===== src/rtl/assert_macros.svh =====
// ----------------------------------------------------------------------------
// assert_macros.svh
// concurrent assertion helpers, compiled out for synthesis
// ----------------------------------------------------------------------------
`ifndef ASSERT_MACROS_SVH
`define ASSERT_MACROS_SVH

`ifndef SYNTHESIS

// property must hold at every clock edge out of reset
`define TFD_ASSERT(lbl, clk_s, rstn_s, prop, msg) \
  lbl: assert property (@(posedge clk_s) disable iff (!rstn_s) prop) else $error(msg);

// condition must never be seen out of reset
`define TFD_ASSERT_NEVER(lbl, clk_s, rstn_s, cond, msg) \
  lbl: assert property (@(posedge clk_s) disable iff (!rstn_s) !(cond)) else $error(msg);

`else

`define TFD_ASSERT(lbl, clk_s, rstn_s, prop, msg)
`define TFD_ASSERT_NEVER(lbl, clk_s, rstn_s, cond, msg)

`endif

`endif


===== src/rtl/tfd_pkg.sv =====
// ----------------------------------------------------------------------------
// tfd_pkg
// shared types and constants of the telemetry frame deframer
// ----------------------------------------------------------------------------
package tfd_pkg;

  localparam logic [7:0] SYNC_VALUE = 8'hBB;
  localparam logic [7:0] MIN_LENGTH = 8'd20;
  localparam int         NUM_WORDS  = 5;

  typedef enum logic [1:0] {
    ST_GOOD     = 2'd0,
    ST_BAD_SYNC = 2'd1,
    ST_BAD_SUM  = 2'd2,
    ST_BAD_LEN  = 2'd3
  } status_t;

  typedef enum logic [2:0] {
    CMD_START   = 3'd0,
    CMD_SYNC2   = 3'd1,
    CMD_PLAIN   = 3'd2,
    CMD_LE      = 3'd3,
    CMD_BE      = 3'd4,
    CMD_LEN_BAD = 3'd5,
    CMD_SUM     = 3'd6
  } cmd_kind_t;

  typedef struct packed {
    cmd_kind_t   kind;
    logic [7:0]  data;
    logic [2:0]  widx;
    logic [1:0]  lane;
  } cmd_t;

  typedef struct packed {
    logic full;
    logic empty;
  } q_stat_t;

  function automatic logic is_emit(cmd_kind_t k);
    is_emit = (k == CMD_LEN_BAD) || (k == CMD_SUM);
  endfunction

endpackage


===== src/rtl/tfd_if.sv =====
// ----------------------------------------------------------------------------
// tfd_if
// byte input channel and frame result channel
// ----------------------------------------------------------------------------
interface tfd_in_if;
  logic       valid;
  logic       ready;
  logic [7:0] rx_byte;
  logic       first_byte;

  modport source (output valid, output rx_byte, output first_byte, input ready);
  modport sink   (input valid, input rx_byte, input first_byte, output ready);
endinterface

interface tfd_out_if;
  logic        valid;
  logic        ready;
  logic [1:0]  status;
  logic [31:0] roll_bits;
  logic [31:0] pitch_bits;
  logic [31:0] yaw_bits;
  logic [31:0] altitude;
  logic [31:0] battery;

  modport source (output valid, output status, output roll_bits, output pitch_bits,
                  output yaw_bits, output altitude, output battery, input ready);
  modport sink   (input valid, input status, input roll_bits, input pitch_bits,
                  input yaw_bits, input altitude, input battery, output ready);
endinterface


===== src/rtl/telemetry_frame_deframer_core.sv =====
// ----------------------------------------------------------------------------
// telemetry_frame_deframer_core
// parses sync/length/sum telemetry frames from a byte stream
// ----------------------------------------------------------------------------
// Takes one datagram byte per clock cycle with no gaps of its own; in_ch.ready
// drops only when the two-entry command queue is full, which happens when the
// result register is held by out_ch.ready. A byte is classified in the cycle
// it is accepted, written into the command queue and executed when popped from
// the queue head; popping a sum or length byte loads the result register, which
// drives out_ch.valid and the result fields. One result per frame at most;
// datagrams that end early give none.
// ----------------------------------------------------------------------------
`include "assert_macros.svh"

module telemetry_frame_deframer_core
  import tfd_pkg::*;
#(
  parameter int BUFFER_BYTES = 128
) (
  input  logic      clk,
  input  logic      rst_n,
  tfd_in_if.sink    in_ch,
  tfd_out_if.source out_ch
);

  logic    q_push;
  logic    q_pop;
  cmd_t    q_wr_cmd;
  cmd_t    q_head;
  q_stat_t q_stat;

  tfd_front #(
    .BUFFER_BYTES (BUFFER_BYTES)
  ) u_front (
    .clk    (clk),
    .rst_n  (rst_n),
    .in_ch  (in_ch),
    .q_stat (q_stat),
    .push   (q_push),
    .cmd    (q_wr_cmd)
  );

  tfd_queue u_queue (
    .clk    (clk),
    .rst_n  (rst_n),
    .push   (q_push),
    .wr_cmd (q_wr_cmd),
    .pop    (q_pop),
    .head   (q_head),
    .q_stat (q_stat)
  );

  tfd_back u_back (
    .clk    (clk),
    .rst_n  (rst_n),
    .head   (q_head),
    .q_stat (q_stat),
    .pop    (q_pop),
    .out_ch (out_ch)
  );

  `TFD_ASSERT(a_start_forwarded, clk, rst_n,
    in_ch.valid && in_ch.ready && in_ch.first_byte |-> q_push, "start byte not queued")
  `TFD_ASSERT_NEVER(a_no_pop_empty, clk, rst_n, q_pop && q_stat.empty, "pop from empty queue")
  `TFD_ASSERT(a_stall_holds_emit, clk, rst_n,
    out_ch.valid && !out_ch.ready && is_emit(q_head.kind) |-> !q_pop,
    "result dropped while output stalled")
  `TFD_ASSERT_NEVER(a_no_push_full, clk, rst_n, q_push && q_stat.full, "push into full queue")

endmodule


===== src/rtl/tfd_front.sv =====
// ----------------------------------------------------------------------------
// tfd_front
// tracks byte position and frame length, classifies each byte into a command
// ----------------------------------------------------------------------------
module tfd_front
  import tfd_pkg::*;
#(
  parameter int BUFFER_BYTES = 128
) (
  input  logic    clk,
  input  logic    rst_n,
  tfd_in_if.sink  in_ch,
  input  q_stat_t q_stat,
  output logic    push,
  output cmd_t    cmd
);

  localparam int         PW         = $clog2(BUFFER_BYTES);
  localparam logic [8:0] MAX_LENGTH = 9'(BUFFER_BYTES - 6);

  logic          in_frame_r, in_frame_nxt;
  logic [PW-1:0] pos_r, pos_nxt;
  logic [7:0]    len_r, len_nxt;

  logic          accept;
  logic          active;
  logic [PW-1:0] pos_eff;
  logic [PW-1:0] off4;
  logic [PW-1:0] off16;
  logic [8:0]    sum_pos;
  logic [7:0]    b;

  assign in_ch.ready = !q_stat.full;
  assign accept      = in_ch.valid && in_ch.ready;
  assign b           = in_ch.rx_byte;
  assign active      = in_ch.first_byte || in_frame_r;
  assign pos_eff     = in_ch.first_byte ? '0 : pos_r;
  assign off4        = pos_eff - PW'(4);
  assign off16       = pos_eff - PW'(16);
  assign sum_pos     = {1'b0, len_r} + 9'd4;
  assign push        = accept && active;

  always_comb begin
    cmd.kind = CMD_PLAIN;
    cmd.data = b;
    cmd.widx = '0;
    cmd.lane = '0;
    if (in_ch.first_byte) begin
      cmd.kind = CMD_START;
    end else if (pos_eff == PW'(1)) begin
      cmd.kind = CMD_SYNC2;
    end else if (pos_eff == PW'(3)) begin
      if (b < MIN_LENGTH || {1'b0, b} > MAX_LENGTH) begin
        cmd.kind = CMD_LEN_BAD;
      end
    end else if (pos_eff >= PW'(4) && 9'(pos_eff) == sum_pos) begin
      cmd.kind = CMD_SUM;
    end else if (pos_eff >= PW'(4) && pos_eff < PW'(16)) begin
      cmd.kind = CMD_LE;
      cmd.widx = {1'b0, off4[3:2]};
      cmd.lane = off4[1:0];
    end else if (pos_eff >= PW'(16) && pos_eff < PW'(24)) begin
      cmd.kind = CMD_BE;
      cmd.widx = 3'd3 + {2'b0, off16[2]};
    end
  end

  always_comb begin
    in_frame_nxt = in_frame_r;
    pos_nxt      = pos_r;
    len_nxt      = len_r;
    if (push) begin
      if (is_emit(cmd.kind)) begin
        in_frame_nxt = 1'b0;
      end else begin
        in_frame_nxt = 1'b1;
        pos_nxt      = pos_eff + PW'(1);
        if (in_ch.first_byte) begin
          len_nxt = '0;
        end else if (pos_eff == PW'(3)) begin
          len_nxt = b;
        end
      end
    end
  end

  always_ff @(posedge clk) begin
    if (!rst_n) begin
      in_frame_r <= 1'b0;
      pos_r      <= '0;
      len_r      <= '0;
    end else begin
      in_frame_r <= in_frame_nxt;
      pos_r      <= pos_nxt;
      len_r      <= len_nxt;
    end
  end

endmodule


===== src/rtl/tfd_queue.sv =====
// ----------------------------------------------------------------------------
// tfd_queue
// two-entry command queue between classifier and executor
// ----------------------------------------------------------------------------
module tfd_queue
  import tfd_pkg::*;
(
  input  logic    clk,
  input  logic    rst_n,
  input  logic    push,
  input  cmd_t    wr_cmd,
  input  logic    pop,
  output cmd_t    head,
  output q_stat_t q_stat
);

  cmd_t       mem [2];
  logic       wr_ptr_r, wr_ptr_nxt;
  logic       rd_ptr_r, rd_ptr_nxt;
  logic [1:0] count_r, count_nxt;

  assign q_stat.full  = (count_r == 2'd2);
  assign q_stat.empty = (count_r == 2'd0);
  assign head         = mem[rd_ptr_r];

  always_comb begin
    wr_ptr_nxt = push ? !wr_ptr_r : wr_ptr_r;
    rd_ptr_nxt = pop  ? !rd_ptr_r : rd_ptr_r;
    count_nxt  = count_r + 2'(push) - 2'(pop);
  end

  always_ff @(posedge clk) begin
    if (push) begin
      mem[wr_ptr_r] <= wr_cmd;
    end
  end

  always_ff @(posedge clk) begin
    if (!rst_n) begin
      wr_ptr_r <= 1'b0;
      rd_ptr_r <= 1'b0;
      count_r  <= '0;
    end else begin
      wr_ptr_r <= wr_ptr_nxt;
      rd_ptr_r <= rd_ptr_nxt;
      count_r  <= count_nxt;
    end
  end

endmodule


===== src/rtl/tfd_back.sv =====
// ----------------------------------------------------------------------------
// tfd_back
// executes commands: running sum, sync check, word assembly, result register
// ----------------------------------------------------------------------------
module tfd_back
  import tfd_pkg::*;
(
  input  logic      clk,
  input  logic      rst_n,
  input  cmd_t      head,
  input  q_stat_t   q_stat,
  output logic      pop,
  tfd_out_if.source out_ch
);

  logic [7:0]  sum_r, sum_nxt;
  logic        sync_ok_r, sync_ok_nxt;
  logic [31:0] words_r [NUM_WORDS];
  logic [31:0] words_nxt [NUM_WORDS];
  logic        out_valid_r, out_valid_nxt;
  status_t     status_r;
  logic [31:0] fields_r [NUM_WORDS];

  logic        emit;
  logic        can_load;
  status_t     status_new;
  logic [31:0] le_word;

  assign emit     = is_emit(head.kind);
  assign can_load = !out_valid_r || out_ch.ready;
  assign pop      = !q_stat.empty && (!emit || can_load);
  assign le_word  = {24'b0, head.data} << {head.lane, 3'b0};

  always_comb begin
    if (head.kind == CMD_LEN_BAD) begin
      status_new = sync_ok_r ? ST_BAD_LEN : ST_BAD_SYNC;
    end else if (!sync_ok_r) begin
      status_new = ST_BAD_SYNC;
    end else if (sum_r != head.data) begin
      status_new = ST_BAD_SUM;
    end else begin
      status_new = ST_GOOD;
    end
  end

  always_comb begin
    sum_nxt     = sum_r;
    sync_ok_nxt = sync_ok_r;
    words_nxt   = words_r;
    if (pop) begin
      unique case (head.kind) inside
        CMD_START: begin
          sum_nxt     = head.data;
          sync_ok_nxt = (head.data == SYNC_VALUE);
          for (int i = 0; i < NUM_WORDS; i++) begin
            words_nxt[i] = '0;
          end
        end
        CMD_SYNC2: begin
          sum_nxt     = sum_r + head.data;
          sync_ok_nxt = sync_ok_r && (head.data == SYNC_VALUE);
        end
        CMD_LE: begin
          sum_nxt = sum_r + head.data;
          for (int i = 0; i < NUM_WORDS; i++) begin
            if (head.widx == 3'(i)) begin
              words_nxt[i] = words_r[i] | le_word;
            end
          end
        end
        CMD_BE: begin
          sum_nxt = sum_r + head.data;
          for (int i = 0; i < NUM_WORDS; i++) begin
            if (head.widx == 3'(i)) begin
              words_nxt[i] = {words_r[i][23:0], head.data};
            end
          end
        end
        CMD_PLAIN: begin
          sum_nxt = sum_r + head.data;
        end
        CMD_LEN_BAD, CMD_SUM: begin
        end
        default: begin
        end
      endcase
    end
  end

  always_comb begin
    out_valid_nxt = out_valid_r && !out_ch.ready;
    if (pop && emit) begin
      out_valid_nxt = 1'b1;
    end
  end

  always_ff @(posedge clk) begin
    if (!rst_n) begin
      sum_r       <= '0;
      sync_ok_r   <= 1'b0;
      out_valid_r <= 1'b0;
    end else begin
      sum_r       <= sum_nxt;
      sync_ok_r   <= sync_ok_nxt;
      out_valid_r <= out_valid_nxt;
    end
  end

  always_ff @(posedge clk) begin
    words_r <= words_nxt;
    if (pop && emit) begin
      status_r <= status_new;
      for (int i = 0; i < NUM_WORDS; i++) begin
        fields_r[i] <= (status_new == ST_GOOD) ? words_r[i] : '0;
      end
    end
  end

  assign out_ch.valid      = out_valid_r;
  assign out_ch.status     = status_r;
  assign out_ch.roll_bits  = fields_r[0];
  assign out_ch.pitch_bits = fields_r[1];
  assign out_ch.yaw_bits   = fields_r[2];
  assign out_ch.altitude   = fields_r[3];
  assign out_ch.battery    = fields_r[4];

endmodule


===== src/flat_wrapper.sv =====
// flat-port wrapper written by rule: the top's interface ports become plain ports
module telemetry_frame_deframer_core_flat import tfd_pkg::*;
#(
  parameter int BUFFER_BYTES = 128
)
  (clk, rst_n, in_ch_valid, in_ch_rx_byte, in_ch_first_byte, in_ch_ready, out_ch_valid, out_ch_status, out_ch_roll_bits, out_ch_pitch_bits, out_ch_yaw_bits, out_ch_altitude, out_ch_battery, out_ch_ready);
  tfd_in_if in_ch_i ();
  tfd_out_if out_ch_i ();
  input  logic clk;
  input  logic rst_n;
  input wire logic [$bits(in_ch_i.valid)-1:0] in_ch_valid;
  input wire logic [$bits(in_ch_i.rx_byte)-1:0] in_ch_rx_byte;
  input wire logic [$bits(in_ch_i.first_byte)-1:0] in_ch_first_byte;
  output wire logic [$bits(in_ch_i.ready)-1:0] in_ch_ready;
  output wire logic [$bits(out_ch_i.valid)-1:0] out_ch_valid;
  output wire logic [$bits(out_ch_i.status)-1:0] out_ch_status;
  output wire logic [$bits(out_ch_i.roll_bits)-1:0] out_ch_roll_bits;
  output wire logic [$bits(out_ch_i.pitch_bits)-1:0] out_ch_pitch_bits;
  output wire logic [$bits(out_ch_i.yaw_bits)-1:0] out_ch_yaw_bits;
  output wire logic [$bits(out_ch_i.altitude)-1:0] out_ch_altitude;
  output wire logic [$bits(out_ch_i.battery)-1:0] out_ch_battery;
  input wire logic [$bits(out_ch_i.ready)-1:0] out_ch_ready;
  assign in_ch_i.valid = in_ch_valid;
  assign in_ch_i.rx_byte = in_ch_rx_byte;
  assign in_ch_i.first_byte = in_ch_first_byte;
  assign in_ch_ready = in_ch_i.ready;
  assign out_ch_valid = out_ch_i.valid;
  assign out_ch_status = out_ch_i.status;
  assign out_ch_roll_bits = out_ch_i.roll_bits;
  assign out_ch_pitch_bits = out_ch_i.pitch_bits;
  assign out_ch_yaw_bits = out_ch_i.yaw_bits;
  assign out_ch_altitude = out_ch_i.altitude;
  assign out_ch_battery = out_ch_i.battery;
  assign out_ch_i.ready = out_ch_ready;
  telemetry_frame_deframer_core #(.BUFFER_BYTES(BUFFER_BYTES)) u_core (.clk(clk), .rst_n(rst_n), .in_ch(in_ch_i), .out_ch(out_ch_i));
endmodule

===== config.mk =====
export PLATFORM = sky130hd
export DESIGN_NAME = telemetry_frame_deframer_core_flat
export DESIGN_NICKNAME = d
export VERILOG_FILES = /design/src/rtl/tfd_pkg.sv /design/src/rtl/tfd_if.sv /design/src/rtl/telemetry_frame_deframer_core.sv /design/src/rtl/tfd_front.sv /design/src/rtl/tfd_queue.sv /design/src/rtl/tfd_back.sv /design/src/flat_wrapper.sv
export VERILOG_INCLUDE_DIRS = /design/src /design/src/rtl
export SDC_FILE = /design/constraint.sdc
export NUM_CORES = 1
export LEC_CHECK = 0
export BUFFER_PORTS_ARGS = -buffer_cell sky130_fd_sc_hd__buf_2
export CAP_MARGIN = 20
export CORE_ASPECT_RATIO = 1.25
export CORE_MARGIN = 2
export CORE_UTILIZATION = 45
export DETAILED_ROUTE_END_ITERATION = 8
export MAX_ROUTING_LAYER = met4
export PLACE_DENSITY_LB_ADDON = 0.2
export SLEW_MARGIN = 0
export SYNTH_ARGS = -nofsm -noshare
export SYNTH_HDL_FRONTEND = slang
export SYNTH_HIERARCHICAL = 1
export SYNTH_SLANG_ARGS = --single-unit

===== constraint.sdc =====
create_clock -name clk -period 5.8 [get_ports clk]
set_input_delay 1.16 -clock clk [delete_from_list [all_inputs] [get_ports clk]]
set_output_delay 1.16 -clock clk [all_outputs]
set_load 0.01 [all_outputs]

# After elaboration in Yosys (flattened, before gate mapping)
# Memories as Yosys holds them, arrays and structs flattened. A register that Yosys moved wholly into a read port is not among the register bits.
# Cells that the tools add are included.
dict set report classes {
  addsub 8
  order_cmp 6
  n_eq_ne 28
  n_shift 1
  n_mux 47
  bitwise_logic 6
  reduce_logical 40
}
# cell n
set op_table {}
lappend op_table {{32-bit 2-to-1 mux} 15}
lappend op_table {{160-bit one-hot mux with 3 select lines} 1}
lappend op_table {{32-bit OR} 5}
lappend op_table {{8-bit by 5-bit left shift with 32-bit output} 1}
lappend op_table {{3-bit 2-to-1 mux} 9}
lappend op_table {{5-bit 2-to-1 mux} 4}
lappend op_table {{4-bit AND reduction} 5}
lappend op_table {{3-bit equality test, second input constant} 6}
lappend op_table {{8-bit 2-to-1 mux} 2}
lappend op_table {{8-bit one-hot mux with 2 select lines} 1}
lappend op_table {{7-bit by 5-bit < comparator with 1-bit output, second input constant} 2}
lappend op_table {{3-bit by 2-bit equality test with 1-bit output, second input constant} 4}
lappend op_table {{2-bit 2-to-1 mux} 5}
lappend op_table {{2-bit by 1-bit != test with 1-bit output, second input constant} 5}
lappend op_table {{2-bit != test, second input constant} 5}
lappend op_table {{8-bit by 3-bit adder with 9-bit output, second input constant} 1}
lappend op_table {{7-bit by 9-bit equality test with 1-bit output} 1}
lappend op_table {{1-bit logical AND} 9}
lappend op_table {{8-bit adder} 1}
lappend op_table {{8-bit equality test, second input constant} 1}
lappend op_table {{8-bit by 7-bit > comparator with 1-bit output, second input constant} 1}
lappend op_table {{8-bit by 5-bit < comparator with 1-bit output, second input constant} 1}
lappend op_table {{1-bit 2-to-1 mux} 8}
lappend op_table {{8-bit != test} 1}
lappend op_table {{24 further kinds} 42}
dict set report word_totals {
  regBits 192
  ram_bits 192
  in_bits 13
  output_inout_bits 164
  memories 2
}
# memory depth word_bits rd rd_clocked_by_memory_dff write_ports line_no
set mem_list {}
lappend mem_list {u_core.u_back.fields_r 5 32 5 0 5 tfd_back.sv:22} ;# logic [31:0] fields_r [NUM_WORDS];
lappend mem_list {u_core.u_queue.mem 2 16 1 1 1 tfd_queue.sv:17} ;# cmd_t mem [2];

# Depth between registers and ports, before layout
dict set report logic_depth {
  word_depth 13
  depth_mapped 11
  mapped_depth_nobuf 9
}

# Modules after synthesis
# The synthesis kept the hierarchy.
# module n_inst cells_per_inst area_per_inst_um2 seq_area_each_um2
set by_module_without_submodules {}
lappend by_module_without_submodules {tfd_back 1 1102 13903.3 9869.5}
lappend by_module_without_submodules {tfd_queue 1 71 1435.1 1061.0}
lappend by_module_without_submodules {tfd_front 1 168 1343.8 320.3}

# Least setup slack after synthesis
# No wires, ideal clock.
dict set report synth_path {
  path_kind {input -> register}
  startpoint {input port out_ch_ready}
  endpoint {memory u_core.u_back.fields_r[0][0], enable pin}
  setup_time_ns 0.543
  t_arrival_ns 5.264
  required_time_ns 5.257
  slack_ns -0.007
  cell_stages 3
  path_cell_list {nor2b_1 a31oi_1 and3_1}
}
# item line_no
set synth_rtl {}
lappend synth_rtl {{start: declaration} flat_wrapper.sv:22} ;# input wire logic [$bits(out_ch_i.ready)-1:0] out_ch_ready;
lappend synth_rtl {{end: declaration} tfd_back.sv:22}

==> flow_metrics.py <==
metrics = {
    "synth": {
        "syn_inst": 1341,
        "postSynthAreaPerCell_um2": 12.4,
        "yosys_register_bits": 385,
        "async_flop_share_pct": 0,
        "synth_area_mm2": 0.0167,
        "synth_edf_count": 354,
        "ys_types": 68,
        "synth-warning-count": 6,
        "synth_area_leaders": "edfxtp_1 (64%), and2_1 (6.9%), nand2_1 (6.1%)",
        "ys_seq_area_share_pct": 67.4,
        "yosysTopAreaCell": "edfxtp_1",
        "syn_nets": 1368,
        "yosysTopAreaCellShare_pct": 63.7,
        "ys.flop_type": "edfxtp_1",
    },
    "worst_setup_path": {
        "cp_top_family": "compound AO/OA/AOI/OAI gates",
        "cp_slowest_stage_delay_ps": 880,
        "crit_chain": "mux2_2 > nor2_4 > buf_4 > o21ai_0 > buf_2 > a21oi_4",
        "ff2ff_setup_slack_ps": 1990,
        "cp.buffers_inverters": 2,
        "worstReg2RegEnd": "u_core/u_back/words_r[129]$_DFFE_PP_",
        "startpoint_type": "flop",
        "worst_setup_path_end_kind": "flop",
        "critPathKind": "flop to flop",
        "cp_max_fo": 62,
        "reg2reg_depth": 6,
        "critPathSlowestCell": "dfxtp_1",
        "arrival_ps": 3960,
        "required_ps": 5950,
    },
    "timing": {
        "setup_violations": 0,
        "fin_skew_ps": 13.8,
        "fin_crit_ps": 3810,
        "fin_setup_tns_ps": 0,
        "fmax_ghz": 0.263,
        "hold_viol": 0,
        "tightest_slew_ps": 1090,
        "rsz0062_at_grt": "false",
        "max_slew_margin_pct": 27.0,
        "drv_slew": 0,
        "fin_crit_sh_pct": 65.6,
    },
    "detailed_routing": {
        "finalWirelength_um": 41200,
        "drtIter0Drc": 992,
        "dr.pass1.iters": 5,
        "vias": 10800,
        "viasPerCell": 5.39,
        "avgRoutedWirePerCell_um": 20.6,
        "drc_errors": 0,
        "antenna_left": 0,
    },
    "placed_design": {
        "postPlaceCellArea_mm2": 0.0180,
        "port_buffers": 176,
        "hpwlAfterDp_um": 26100,
        "gp_congestion": 0.798,
    },
    "cts": {
        "cts_tree": "yes",
        "cts_buffers": 38,
        "holdBufCountCts": 0,
        "cts_setup_buffers": 0,
        "clk_path_buf_depth": 3,
        "cts_max_level": 2,
        "clock-sinks": 385,
        "cts-resized-gates": 0,
        "insertion_delay_ps": 540,
        "clk_pin_slew_ps": 60,
        "cts_root_buf": "clkbuf_16",
    },
    "floorplan": {
        "die-area_mm2": 0.0386,
        "pin_count": 177,
        "std_cell_rows": 78,
        "die_x_um": 176,
        "initial_utilization_pct": 45.8,
        "core_area_mm2": 0.0364,
        "die_y_um": 219,
    },
    "power_and_ir_drop": {
        "ir_drop_mv": 0.260,
        "power_mw": 8.41,
        "powerDensity_mw_per_mm2": 439,
        "p_leak_nw": 7.66,
    },
    "final_layout": {
        "drive_gt1_share_pct": 18.3,
        "nNetsFinal": 1524,
        "fin_area_mm2": 0.0192,
        "utilization_pct": 52.7,
        "area_delta_synth_final_pct": 14.9,
        "diodes": 0,
    },
    "min_path": {
        "hold_path_end": "u_core/u_front/in_frame_r$_SDFFE_PN0P_",
        "worstHoldStart": "u_core/u_front/in_frame_r$_SDFFE_PN0P_",
        "hold_depth": 2,
        "hold_path_class": "flop to flop",
    },
    "global_route": {
        "grt_pass1_vias": 10300,
        "grt_use_total_pct": 21.7,
        "grt_pass1_wl_um": 61300,
        "grt_max_degree": 121,
        "grt_antenna_before_repair": 0,
        "grt_overflow": 0,
    },
    "outcome": {
        "status": "finished clean",
    },
    "flow_run": {
        "maxCapViolCount": 0,
    },
}
## layout by cell type, fill, tap and decap left out, types with 9 or more instances in the layout
cell / Yosys / layout
nand3_1: 9 / 9
nor2b_1: 15 / 15
a21o_1: 41 / 41
clkbuf_16: 0 / 39
clkbuf_1: 35 / 10
buf_2: 16 / 177
edfxtp_1: 354 / 354
o21ai_0: 131 / 131
ha_1: 13 / 13
nand2_1: 270 / 270
nand3b_1: 12 / 12
mux2_4: 10 / 10
inv_1: 16 / 16
a21oi_1: 19 / 14
and3_1: 12 / 11
buf_4: 10 / 10
nor3_1: 10 / 10
nor2_1: 30 / 29
dfxtp_1: 31 / 31
and2_1: 183 / 182
## area by class of cell
type                       instances  area [um2]
fill                            3142       17200
sequential                       385       11300
multi-input combinational        866        5050
clock buffer                      53        1070
timing repair buffer             190        1020
tap                              480         601
clock inverter                    13         124
inverter                          16        60.1
## state kept, by name (all words and copies together) (netlist names), named ones only
| name | cells |
|---|---|
| u_core/u_back/fields_r | 160 |
| u_core/u_back/words_r | 160 |
| u_core/u_queue/mem | 32 |
| u_core/u_back/sum_r | 8 |
| u_core/u_front/len_r | 8 |
| u_core/u_front/pos_r | 7 |
| u_core/u_back/out_ch.status | 2 |
| u_core/u_queue/count_r | 2 |
| u_core/u_back/out_ch.valid | 1 |
| u_core/u_back/sync_ok_r | 1 |
| u_core/u_front/in_frame_r | 1 |
| u_core/u_queue/rd_ptr_r | 1 |
| u_core/u_queue/wr_ptr_r | 1 |
## how the worst max path moves through the flow
stage / start / depth (start not counted) / endpoint
CTS: flop / 5 / u_core/u_back/words_r[25]$_DFFE_PP_
finish: flop / 6 / u_core/u_back/words_r[129]$_DFFE_PP_
detailed placement: flop / 5 / u_core/u_back/words_r[25]$_DFFE_PP_
global placement: flop / 5 / u_core/u_back/words_r[25]$_DFFE_PP_
floorplan: out_ch_ready / 3 / u_core/u_back/fields_r[0][0]$_SDFFCE_PP0P_
global route: flop / 7 / u_core/u_back/fields_r[0][149]$_SDFFCE_PP0P_
## layer usage
| metal | vias to the layer above | routed length (um) | track usage, % |
|---|---|---|---|
| met2 | 408 | 20100 | 35.3 |
| met5 | - | 0 | - |
| met3 | 83 | 2500 | 2.89 |
| li1 | 5078 | - | - |
| met1 | 5227 | 17000 | 27.9 |
| met4 | 0 | 1510 | 8.35 |
## logic make-up after synthesis
| group | count (synthesis) | synth area share, % |
|---|---|---|
| and+or+nand+nor | 572 | 17.2 |
| DFF | 385 | 67.4 |
| AOI/OAI and AO/OA | 242 | 8.96 |
| buffers and inverters | 90 | 2.63 |
| muxes | 24 | 1.79 |
| xor gates and xnor gates | 14 | 0.907 |
| adders and majority gates | 14 | 1.10 |
## tightest hold or removal path: cells and delay by family (launching register included)
kind               cells  cell delay [ps]
AOI/OAI and AO/OA      1               60
DFF                    1              310
and+or+nand+nor        1               60
## cells in the mapped netlist, types with 2 or more instances
cell type,instances
mux2_4,10
and2_1,183
nor4b_1,2
nor3_1,10
nand3b_1,12
nand4b_1,3
buf_6,2
edfxtp_1,354
and3_1,12
a21o_1,41
mux2_2,6
clkbuf_2,10
a211o_1,2
a41oi_1,2
nor2_1,30
nor2b_1,15
a31oi_1,7
clkbuf_1,35
inv_1,16
nor4_1,3
ha_1,13
nand3_1,9
xor2_1,6
a21oi_1,19
a22oi_1,2
dfxtp_1,31
mux2i_1,8
buf_2,16
o221ai_2,2
o311a_1,2
o21a_1,8
xnor2_1,6
buf_4,10
o211ai_1,7
nand2b_1,4
nand2_1,270
a311oi_1,3
or4_1,3
o31ai_1,2
o21ai_0,131
nand4_1,6
o311ai_1,2
## where the power goes
| group | leakage [nW] | total [mW] | internal, mW | switching, mW |
|---|---|---|---|---|
| Clock | 0.579 | 2.40 | 1.38 | 1.02 |
| Sequential | 3.58 | 4.05 | 3.76 | 0.286 |
| Combinational | 3.50 | 1.97 | 0.617 | 1.35 |
## per-stage QoR
step	worst slack (ps)	cells	hold slack [ps]
2_1_floorplan	1840	1341	436
3_3_place_gp	1910	1935	466
3_5_place_dp	1840	1935	456
4_1_cts	1830	2001	470
5_1_grt	1650	2003	496
6_report	1990	2003	468
Power figures use the tool's default switching activity.
